$ cat config.mk
export PLATFORM = sky130hd
export DESIGN_NAME = lru_keyed_frame_cache
export DESIGN_NICKNAME = d
export VERILOG_FILES = /design/src/sv/lkfc_pkg.sv /design/src/sv/lkfc_ctrl.sv /design/src/sv/lkfc_dp.sv /design/src/sv/lru_keyed_frame_cache.sv
export SDC_FILE = /design/constraint.sdc
export NUM_CORES = 1
export LEC_CHECK = 0
export BUFFER_PORTS_ARGS = -buffer_cell sky130_fd_sc_hd__buf_4
export CORE_MARGIN = 2
export CORE_UTILIZATION = 40
export DETAILED_ROUTE_END_ITERATION = 6
export HOLD_SLACK_MARGIN = 0.03
export PLACE_DENSITY = 0.62
export SETUP_SLACK_MARGIN = 0.1
export SKIP_CTS_REPAIR_TIMING = 1
export SLEW_MARGIN = 20
export SYNTH_ARGS = -nofsm -noshare
export SYNTH_HDL_FRONTEND = slang
export SYNTH_SLANG_ARGS = --single-unit
$ cat constraint.sdc
create_clock -name clk -period 7.15 [get_ports clk]
set_input_delay 1.43 -clock clk [delete_from_list [all_inputs] [get_ports clk]]
set_output_delay 1.43 -clock clk [all_outputs]
set_load 0.01 [all_outputs]
$ cat src/sv/lkfc_pkg.sv
// Shared types and constants for the keyed frame cache directory.
package lkfc_pkg;

  localparam int ENTRIES_DEF = 16;
  localparam int KEY_W       = 32;
  localparam int SLOT_W      = 4;
  localparam int CFG_W       = 5;
  localparam int IN_TDATA_W  = 40;
  localparam int OUT_TDATA_W = 40;

  localparam logic [CFG_W-1:0] MAX_FRAMES_RST = CFG_W'(16);

  localparam logic OP_LOOKUP = 1'b0;
  localparam logic OP_CLEAR  = 1'b1;

  typedef enum logic [2:0] {
    ST_IDLE,
    ST_SCAN,
    ST_SCAN_END,
    ST_DECIDE,
    ST_UPDATE,
    ST_UPD_END,
    ST_DONE
  } state_t;

  typedef struct packed {
    logic load;
    logic clear;
    logic step;
    logic upd;
    logic decide;
    logic emit;
  } cmd_t;

  typedef struct packed {
    logic last;
    logic need_upd;
  } sts_t;

  typedef struct packed {
    logic [KEY_W-1:0]  evicted_key;
    logic              evicted;
    logic              inserted;
    logic [SLOT_W-1:0] slot;
    logic              hit;
  } res_t;

endpackage

$ cat src/sv/lkfc_ctrl.sv
// Frame cache sequencer: scan, decision, rank update if needed, result hand-off.
module lkfc_ctrl (
  input  logic           clk,
  input  logic           rst,
  input  logic           in_valid,
  input  logic           in_op,
  input  logic           out_free,
  input  lkfc_pkg::sts_t sts,
  output logic           in_ready,
  output lkfc_pkg::cmd_t cmd
);

  lkfc_pkg::state_t state, state_next;

  always_ff @(posedge clk) begin
    if (rst) begin
      state <= lkfc_pkg::ST_IDLE;
    end else begin
      state <= state_next;
    end
  end

  always_comb begin
    state_next = state;
    unique case (state)
      lkfc_pkg::ST_IDLE: begin
        if (in_valid) begin
          state_next = (in_op == lkfc_pkg::OP_CLEAR) ? lkfc_pkg::ST_DONE : lkfc_pkg::ST_SCAN;
        end
      end
      lkfc_pkg::ST_SCAN: begin
        if (sts.last) state_next = lkfc_pkg::ST_SCAN_END;
      end
      lkfc_pkg::ST_SCAN_END: state_next = lkfc_pkg::ST_DECIDE;
      lkfc_pkg::ST_DECIDE: begin
        state_next = sts.need_upd ? lkfc_pkg::ST_UPDATE : lkfc_pkg::ST_DONE;
      end
      lkfc_pkg::ST_UPDATE: begin
        if (sts.last) state_next = lkfc_pkg::ST_UPD_END;
      end
      lkfc_pkg::ST_UPD_END: state_next = lkfc_pkg::ST_DONE;
      lkfc_pkg::ST_DONE: begin
        if (out_free) state_next = lkfc_pkg::ST_IDLE;
      end
      default: state_next = lkfc_pkg::ST_IDLE;
    endcase
  end

  always_comb begin
    in_ready = 1'b0;
    cmd      = '0;
    unique case (state)
      lkfc_pkg::ST_IDLE: begin
        in_ready  = 1'b1;
        cmd.load  = in_valid && (in_op == lkfc_pkg::OP_LOOKUP);
        cmd.clear = in_valid && (in_op == lkfc_pkg::OP_CLEAR);
      end
      lkfc_pkg::ST_SCAN: cmd.step = 1'b1;
      lkfc_pkg::ST_DECIDE: cmd.decide = 1'b1;
      lkfc_pkg::ST_UPDATE: begin
        cmd.step = 1'b1;
        cmd.upd  = 1'b1;
      end
      lkfc_pkg::ST_DONE: cmd.emit = out_free;
      default: ;
    endcase
  end

endmodule

$ cat src/sv/lkfc_dp.sv
// Datapath: key/rank memory, valid bits, scan trackers, decision and result registers.
module lkfc_dp #(
  parameter int ENTRIES = lkfc_pkg::ENTRIES_DEF
) (
  input  logic                       clk,
  input  logic                       rst,
  input  lkfc_pkg::cmd_t             cmd,
  input  logic [lkfc_pkg::KEY_W-1:0] in_key,
  input  logic                       in_fill,
  input  logic                       cfg_we,
  input  logic [lkfc_pkg::CFG_W-1:0] cfg_data,
  output lkfc_pkg::sts_t             sts,
  output lkfc_pkg::res_t             res
);

  localparam int IDX_W  = $clog2(ENTRIES);
  localparam int RANK_W = IDX_W;
  localparam int MEM_W  = lkfc_pkg::KEY_W + RANK_W;
  localparam int UW     = $clog2(ENTRIES + 1);
  localparam int CW     = (UW > lkfc_pkg::CFG_W) ? UW : lkfc_pkg::CFG_W;

  logic [MEM_W-1:0] mem [ENTRIES];

  logic [ENTRIES-1:0]          valid;
  logic [UW-1:0]               used;
  logic [lkfc_pkg::CFG_W-1:0]  max_frames;
  logic [IDX_W-1:0]            cnt;
  logic                        rd_vld, rd_upd;
  logic [IDX_W-1:0]            rd_idx;
  logic [MEM_W-1:0]            rd_data;
  logic [lkfc_pkg::KEY_W-1:0]  key_q;
  logic                        fill_q;

  logic                        f_vld, o_vld, e_vld;
  logic [IDX_W-1:0]            f_idx, o_idx, e_idx;
  logic [RANK_W-1:0]           f_rank, o_rank;
  logic [lkfc_pkg::KEY_W-1:0]  o_key;

  logic [IDX_W-1:0]            tgt;
  logic [RANK_W-1:0]           thr;
  logic                        inc_all;

  logic [lkfc_pkg::KEY_W-1:0]  rd_key;
  logic [RANK_W-1:0]           rd_rank;
  logic                        rd_v, ev_scan, wr_en;
  logic [MEM_W-1:0]            wr_data;
  logic [CW-1:0]               mf_ext, lim;
  logic                        lim_hit, do_evict;
  lkfc_pkg::res_t              res_next;

  assign rd_key  = rd_data[MEM_W-1:RANK_W];
  assign rd_rank = rd_data[RANK_W-1:0];
  assign rd_v    = valid[rd_idx];
  assign ev_scan = rd_vld && !rd_upd;

  assign mf_ext  = CW'(max_frames);
  assign lim     = (mf_ext == '0) ? CW'(1) : ((mf_ext > CW'(ENTRIES)) ? CW'(ENTRIES) : mf_ext);
  assign lim_hit = CW'(used) >= lim;
  assign do_evict = lim_hit && o_vld;

  assign sts.last     = (cnt == IDX_W'(ENTRIES - 1));
  assign sts.need_upd = f_vld || fill_q;

  assign wr_en = rd_vld && rd_upd &&
                 ((rd_idx == tgt) || (rd_v && (inc_all || (rd_rank < thr))));
  assign wr_data = (rd_idx == tgt) ? {key_q, RANK_W'(0)}
                                   : {rd_key, RANK_W'(rd_rank + 1'b1)};

  always_comb begin
    res_next = '0;
    if (f_vld) begin
      res_next.hit  = 1'b1;
      res_next.slot = lkfc_pkg::SLOT_W'(f_idx);
    end else if (fill_q) begin
      res_next.inserted = 1'b1;
      if (do_evict) begin
        res_next.slot        = lkfc_pkg::SLOT_W'(o_idx);
        res_next.evicted     = 1'b1;
        res_next.evicted_key = o_key;
      end else begin
        res_next.slot = lkfc_pkg::SLOT_W'(e_idx);
      end
    end
  end

  // key/rank store, one read and one write a cycle
  always_ff @(posedge clk) begin
    if (cmd.step) begin
      rd_data <= mem[cnt];
      rd_idx  <= cnt;
    end
    if (wr_en) mem[rd_idx] <= wr_data;
  end

  always_ff @(posedge clk) begin
    if (rst) begin
      valid      <= '0;
      used       <= '0;
      max_frames <= lkfc_pkg::MAX_FRAMES_RST;
      cnt        <= '0;
      rd_vld     <= 1'b0;
      rd_upd     <= 1'b0;
      f_vld      <= 1'b0;
      o_vld      <= 1'b0;
      e_vld      <= 1'b0;
    end else begin
      if (cfg_we) max_frames <= cfg_data;
      rd_vld <= cmd.step;
      rd_upd <= cmd.upd;
      if (cmd.load || cmd.decide) begin
        cnt <= '0;
      end else if (cmd.step) begin
        cnt <= sts.last ? '0 : IDX_W'(cnt + 1'b1);
      end
      if (cmd.load) begin
        f_vld <= 1'b0;
        o_vld <= 1'b0;
        e_vld <= 1'b0;
      end else if (ev_scan) begin
        if (rd_v && (rd_key == key_q) && !f_vld) f_vld <= 1'b1;
        if (rd_v) o_vld <= 1'b1;
        if (!rd_v) e_vld <= 1'b1;
      end
      if (cmd.clear) begin
        valid <= '0;
        used  <= '0;
      end else if (cmd.decide && !f_vld && fill_q && !do_evict) begin
        valid[e_idx] <= 1'b1;
        used         <= UW'(used + 1'b1);
      end
    end
  end

  // scan trackers and decision registers
  always_ff @(posedge clk) begin
    if (cmd.load) begin
      key_q  <= in_key;
      fill_q <= in_fill;
    end
    if (ev_scan) begin
      if (rd_v && (rd_key == key_q) && !f_vld) begin
        f_idx  <= rd_idx;
        f_rank <= rd_rank;
      end
      if (rd_v && (!o_vld || (rd_rank > o_rank))) begin
        o_idx  <= rd_idx;
        o_rank <= rd_rank;
        o_key  <= rd_key;
      end
      if (!rd_v && !e_vld) e_idx <= rd_idx;
    end
    if (cmd.clear) begin
      res <= '0;
    end else if (cmd.decide) begin
      res <= res_next;
      if (f_vld) begin
        tgt     <= f_idx;
        thr     <= f_rank;
        inc_all <= 1'b0;
      end else if (fill_q) begin
        if (do_evict) begin
          tgt     <= o_idx;
          thr     <= o_rank;
          inc_all <= 1'b0;
        end else begin
          tgt     <= e_idx;
          inc_all <= 1'b1;
        end
      end
    end
  end

`ifndef SYNTHESIS
  a_used_bound: assert property (@(posedge clk) disable iff (rst)
    used <= UW'(ENTRIES))
    else $error("used count above entry count");

  a_used_matches_valid: assert property (@(posedge clk) disable iff (rst)
    $countones(valid) == int'(used))
    else $error("used count disagrees with valid bits");

  a_fill_inserts: assert property (@(posedge clk) disable iff (rst)
    (cmd.decide && !f_vld && fill_q) |=> res.inserted)
    else $error("fill on miss did not insert");

  a_write_in_update: assert property (@(posedge clk) disable iff (rst)
    wr_en |-> $past(cmd.step && cmd.upd))
    else $error("store written outside update pass");
`endif

endmodule

$ cat src/sv/lru_keyed_frame_cache.sv
// Top level of the LRU keyed frame cache directory.
// Input beats on s_axis: tuser[0] is the operation (0 lookup/fill, 1 clear),
// tdata carries the frame key and the fill flag. One result beat on m_axis
// per input beat, in order. max_frames is written on the cfg channel, which
// is always ready; write it only while the block is idle.
// A lookup scans all ENTRIES slots of the key/rank store, one a cycle; on a
// hit or a fill a second pass then rewrites ranks (and the key on insert).
// One item is in work at a time; the single store port serves both passes.
// The next beat is taken as soon as the result sits in the output register;
// if the receiver stalls, the following result waits in the sequencer and
// s_axis_tready stays low until the output register drains.
// Reset empties the directory and sets max_frames to 16; no clearing pass.
module lru_keyed_frame_cache #(
  parameter int ENTRIES = lkfc_pkg::ENTRIES_DEF
) (
  input  logic                             clk,
  input  logic                             rst,
  input  logic                             s_axis_tvalid,
  output logic                             s_axis_tready,
  input  logic [lkfc_pkg::IN_TDATA_W-1:0]  s_axis_tdata,  // frame_key[31:0], fill_ok[32], zero
  input  logic [0:0]                       s_axis_tuser,  // operation[0]
  output logic                             m_axis_tvalid,
  input  logic                             m_axis_tready,
  output logic [lkfc_pkg::OUT_TDATA_W-1:0] m_axis_tdata,  // hit[0], slot[4:1], inserted[5],
                                                          // evicted[6], evicted_key[38:7], zero
  input  logic                             cfg_valid,
  output logic                             cfg_ready,
  input  logic [lkfc_pkg::CFG_W-1:0]       cfg_data
);

  lkfc_pkg::cmd_t cmd;
  lkfc_pkg::sts_t sts;
  lkfc_pkg::res_t res;
  logic           out_free;

  assign cfg_ready = 1'b1;
  assign out_free  = !m_axis_tvalid || m_axis_tready;

  lkfc_ctrl u_ctrl (
    .clk      (clk),
    .rst      (rst),
    .in_valid (s_axis_tvalid),
    .in_op    (s_axis_tuser[0]),
    .out_free (out_free),
    .sts      (sts),
    .in_ready (s_axis_tready),
    .cmd      (cmd)
  );

  lkfc_dp #(
    .ENTRIES (ENTRIES)
  ) u_dp (
    .clk      (clk),
    .rst      (rst),
    .cmd      (cmd),
    .in_key   (s_axis_tdata[lkfc_pkg::KEY_W-1:0]),
    .in_fill  (s_axis_tdata[lkfc_pkg::KEY_W]),
    .cfg_we   (cfg_valid && cfg_ready),
    .cfg_data (cfg_data),
    .sts      (sts),
    .res      (res)
  );

  // output register
  always_ff @(posedge clk) begin
    if (rst) begin
      m_axis_tvalid <= 1'b0;
    end else if (cmd.emit) begin
      m_axis_tvalid <= 1'b1;
    end else if (m_axis_tready) begin
      m_axis_tvalid <= 1'b0;
    end
  end

  always_ff @(posedge clk) begin
    if (cmd.emit) m_axis_tdata <= lkfc_pkg::OUT_TDATA_W'(res);
  end

endmodule
; After elaboration in Yosys (flattened, before gate mapping)
; Memories as Yosys holds them, arrays and structs flattened. A register that Yosys moved wholly into a read port is not among the register bits.
; Index checks and enable logic that the tools add are counted.
[word_totals]
wordCells = 140
in_bits = 51
reg_bits = 215
ramBits = 576
out_inout_bits = 43
memories = 1
[memory_table]
columns = name, depth, word_bits, read_ports, rd_ports_with_merged_regs, wr, line
row1 = u_dp.mem, 16, 36, 1, 1, 1, lkfc_dp.sv:22  ; logic [MEM_W-1:0] mem [ENTRIES];
[op_classes]
eq_ne = 13
n_bitwise = 4
addsub = 3
muxes = 38
reduce_logical = 45
n_lt_le_gt_ge = 7
[op_table]
columns = operator, count
row1 = $mux 38, 1
row2 = $mux 36, 1
row3 = $mux 34, 1
row4 = $mux 33, 1
row5 = $eq 32x32->1, 1
row6 = $mux 4, 8
row7 = $pmux 3 s7, 1
row8 = $or 16x16->16, 1
row9 = $logic_and 1x1->1, 15
row10 = $mux 3, 5
row11 = $mux 1, 14
row12 = $lt 4x5->1 const B, 2
row13 = $mux 5, 2
row14 = $reduce_and 2->1, 5
row15 = $eq 3x3->1 const B, 3
row16 = $add 4x1->4 const B, 2
row17 = $reduce_and 4->1, 2
row18 = $reduce_or 2->1, 4
row19 = $logic_not 1->1, 7
row20 = $eq 3x2->1 const B, 2
row21 = $logic_or 1x1->1, 6
row22 = $ne 2x1->1 const B, 3
row23 = $reduce_bool 2->1, 3
row24 = $add 5x1->5 const B, 1
row25 = 16 further kinds, 19

; Depth between registers and ports, before layout
[depth]
ltp_word = 8
depth_mapped = 11
depth_no_buf = 9

; By module
; From an unflattened synthesis, not the netlist that was laid out.
[unflattened]
cells_unflattened = 1549
hier_area_um2 = 31657.9
[by_module_without_submodules]
columns = module, area_per_inst_um2, instances, cells_each, seq_area_each_um2
row1 = lkfc_dp, 30101.4, 1, 1467, 22801.9
row2 = lru_keyed_frame_cache, 1239.9, 1, 47, 1191.1
row3 = lkfc_ctrl, 316.6, 1, 35, 60.1

; Least setup slack after synthesis
; OpenSTA, ideal clock, no wires.
[synth_timing]
path_kind = register -> register
start = register u_dp.rd_idx[1]
end = memory u_dp.mem[10][0] (netlist bit) (enable)
setup_ps = 484
stages_incl_launch_ff = 8
path_buffers = 3
path_slack_ps = 2414
synth_period_minus_slack_ps = 4736
required_time_ps = 6666
t_arrival_ps = 4252
path_cell_list = edfxtp_1 buf_4 xor2_1 nor4_4 buf_4 nor2_2 buf_2 a211oi_1
[synth_between]
elab_chain_len = 7
elab_cells_between_ends = 8
classes_between = eq/ne: 1 / mux: 4 / reduce/logical: 3
[synth_rtl]
columns = element, line
row1 = from (decl), lkfc_dp.sv:29  ; logic [IDX_W-1:0] rd_idx;
row2 = from (signal assigned), lkfc_dp.sv:90  ; rd_idx <= cnt;
row3 = $bmux 1 s4, lkfc_dp.sv:53  ; assign rd_v = valid[rd_idx];
row4 = $mux 1 (implied by the code), lkfc_dp.sv:53
row5 = $logic_and 1x1->1, lkfc_dp.sv:65  ; ((rd_idx == tgt) || (rd_v && (inc_all || (rd_rank < thr))));
row6 = $logic_or 1x1->1, lkfc_dp.sv:65
row7 = $logic_and 1x1->1, lkfc_dp.sv:64  ; assign wr_en = rd_vld && rd_upd &&
row8 = $mux 1, lkfc_dp.sv:92  ; if (wr_en) mem[rd_idx] <= wr_data;
row9 = $mux 1 (implied by the code), lkfc_dp.sv:92
row10 = to (decl), lkfc_dp.sv:22
; Parallel ways exist; a longest one is shown, timed or not. The select of a mux whose other input is x is not followed.

; Worst setup path in the final report
[layout_timing]
start = register u_dp.rd_idx[0]
end = memory u_dp.mem[10][13] (netlist bit) (enable)
; The elaborated chain is that of the path after synthesis.

==> results.cfg <==
[synthesis]
syn_avg_cell_area_um2 = 21.0
synth_ff_type = edfxtp_1
yosysMostFrequentCell = edfxtp_1
yosysWarnings = 0
synth_top_area_share_pct = 70.3
synth_top_cell_by_area = edfxtp_1
syn_inst = 1527
ys_types = 60
async_reset_ff_share_pct = 0
synth_area_um2 = 32000
synth_area_leaders = edfxtp_1 (70%), mux4_1 (7.4%), mux4_2 (6.3%)
synth-seq-area-share_pct = 75.2
synth_commonest_cells = edfxtp_1 (749), mux4_1 (90), mux4_2 (90)
syn_nets = 1593
synth_edf_count = 749
ys_seq_elements = 827

[routing]
wirelength_um = 70800
viasPerCell = 5.55
drc = 0
drt_iter0_drc = 1455
dr.pass1.iters = 5
routed-via-count = 15400
postRouteAntennaNets = 0
wl_per_cell_um = 25.6

[clocking]
cts_tree = done
clkTransAtPathRegs_ns = 0.06
h-tree-depth = 3
cts_buffers = 83
clockRootBuffer = clkbuf_16
cts_num_sinks = 827
cts_max_path_buffers = 3
worstSkewPairLatency_ns = 0.66

[place]
portBuffers = 84
dp_hpwl_um = 37700
placed_cells = 2612
place_ws_ns = 2.65
globalplace.congestion = 0.765

[global_route]
antenna_found_initial = 0
grt_pass1_vias = 15500
grt_max_degree = 72
grt_pass1_wl_um = 104000
grt_overflow = 0
grtUsageTotal_pct = 17.3

[sta]
fin_ws_ns = 2.71
finalSetupViolations = 0
final.setup_skew_ns = 0.0372
min_period_ns = 4.44
slew_headroom_pct = 27.7
drv_slew = 0
worst_slew_pin_slew_ns = 1.07
rsz0062_at_grt = no
max_freq_mhz = 225
fin_hold_ws_ns = 0.433
fin_crit_sh_pct = 62.0
setup-tns-final_ns = 0
hold_viol_final = 0

[worst_setup_path]
arrival_ns = 4.71
cp-end-kind = flip-flop
worst-endpoint-required_ns = 7.43
start_kind = flip-flop
cpPeakStageDelay_ns = 0.99
critPathKind = flip-flop to flip-flop
cp_slowest_cell = a211oi_4
r2r_slack_ns = 2.71
cp_max_fo = 39
crit_path_cell_trace = xor2_1 -> nor4_4 -> buf_4 -> a21o_1 -> nand2_1 -> a211oi_4 -> buf_4
crit_top_cell = buf_4

[floorplanning]
ioPinCount = 94
dieArea_um2 = 82300
coreArea_um2 = 79100
start_util_pct = 40.4
rows = 103
die_width_um = 287
die_y_um = 287

[final_layout]
final_cell_count_no_fill = 2766
syn2layout_area_growth_pct = 14.8
multiInputGateArea_um2 = 7600
drive_above_1_share_pct = 23.3
nNetsFinal = 1713
seq_area_um2 = 24100
fill_cells = 6587

[min_path]
hp-class = flip-flop to flip-flop

[status]
outcome = complete, no violations

[flow_run]
cap_violations = 0

[power]
power_density_nw_per_um2 = 365
finalPower_mw = 13.4
leakage_nw = 11.7
ir_drop_mv = 0.341
[logic make-up (layout without fill, tap and decap cells)]
family / count (synthesis) / in the layout / synth area share (%)
flip-flops: 827 / 827 / 75.2
AO/OA/AOI/OAI: 123 / 123 / 2.95
buffers and inverters: 99 / 287 / 1.79
other: 2 / 3 / 0.0235
AND/OR/NAND/NOR: 190 / 190 / 2.94
adder cells (fa/ha/maj): 15 / 15 / 0.587
XOR/XNOR: 43 / 43 / 1.18
multiplexers: 228 / 228 / 15.4
[cells in the final DEF, fill, tap and decap left out, types with 18 or more instances in the layout]
master,count
nand2_1,34
dfxtp_1,74
clkbuf_1,22
mux2_2,34
clkbuf_16,85
xor2_1,34
clkinv_2,18
mux4_1,90
a32oi_1,32
nor2_1,64
mux4_2,90
edfxtp_1,749
nand3_1,25
buf_4,115
[metal layers]
metal | global-route usage [%] | up-vias | part of all wire [%]
met4 | 4.22 | 0 | 1.8
li1 | - | 6608 | -
met3 | 3.06 | 97 | 5.6
met2 | 27.6 | 482 | 48
met1 | 24.8 | 8176 | 45
met5 | 0 | - | 0
[sequential cells by signal (all words and copies together), names as in the netlist, 3 cells and up]
signal / cells
u_dp.mem: 576
m_axis_tdata: 39
u_dp.res: 39
u_dp.rd_data: 36
u_dp.key_q: 32
u_dp.o_key: 32
u_dp.valid: 16
u_dp.max_frames: 5
u_dp.used: 5
u_dp.cnt: 4
u_dp.e_idx: 4
u_dp.f_idx: 4
u_dp.f_rank: 4
u_dp.o_idx: 4
u_dp.o_rank: 4
u_dp.rd_idx: 4
u_dp.tgt: 4
u_dp.thr: 4
u_ctrl.state: 3
[layout make-up]
cell class	instances	area share, %
diodes	1	0.00681
clock buffers	113	6.24
flip-flops and latches	827	65.5
clock inverters	40	1.32
inverters	17	0.174
multi-input cells	601	20.7
well taps	1050	3.58
repair buffers	117	2.48
[through the flow]
stage | utilization, % | cell area (µm²)
after floorplan | - | 32000
after global placement | 42.9 | 33900
after detailed placement | 42.9 | 34000
after CTS | 46.4 | 36700
after global routing | 46.4 | 36700
final | 46.4 | 36700
[worst max-delay path: cells and delay by family (launching register included)]
family                    cells  cell delay (ns)
AOI/OAI and AO/OA             2             1.13
xor gates and xnor gates      1             0.27
buffers and inverters         2             1.31
DFF                           1             0.60
and+or+nand+nor               2             0.70
[report_power, final]
part / internal [mW] / total (mW) / switching, mW / leakage (nW)
Sequential: 6.24 / 6.60 / 0.354 / 7.40
Combinational: 0.964 / 2.47 / 1.51 / 2.92
Clock: 2.50 / 4.36 / 1.85 / 1.35
Total: 9.71 / 13.4 / 3.71 / 11.7
[final timing paths]
check,cells after the start,from,end
max reg2reg,7,u_dp.rd_idx[0],u_dp.mem[10][13]
max,7,u_dp.rd_idx[0],u_dp.mem[10][13]
min,0,u_dp.res[5],m_axis_tdata[5]
min reg2reg,0,u_dp.res[5],m_axis_tdata[5]
No activity file was read; power rests on OpenSTA's default activity.
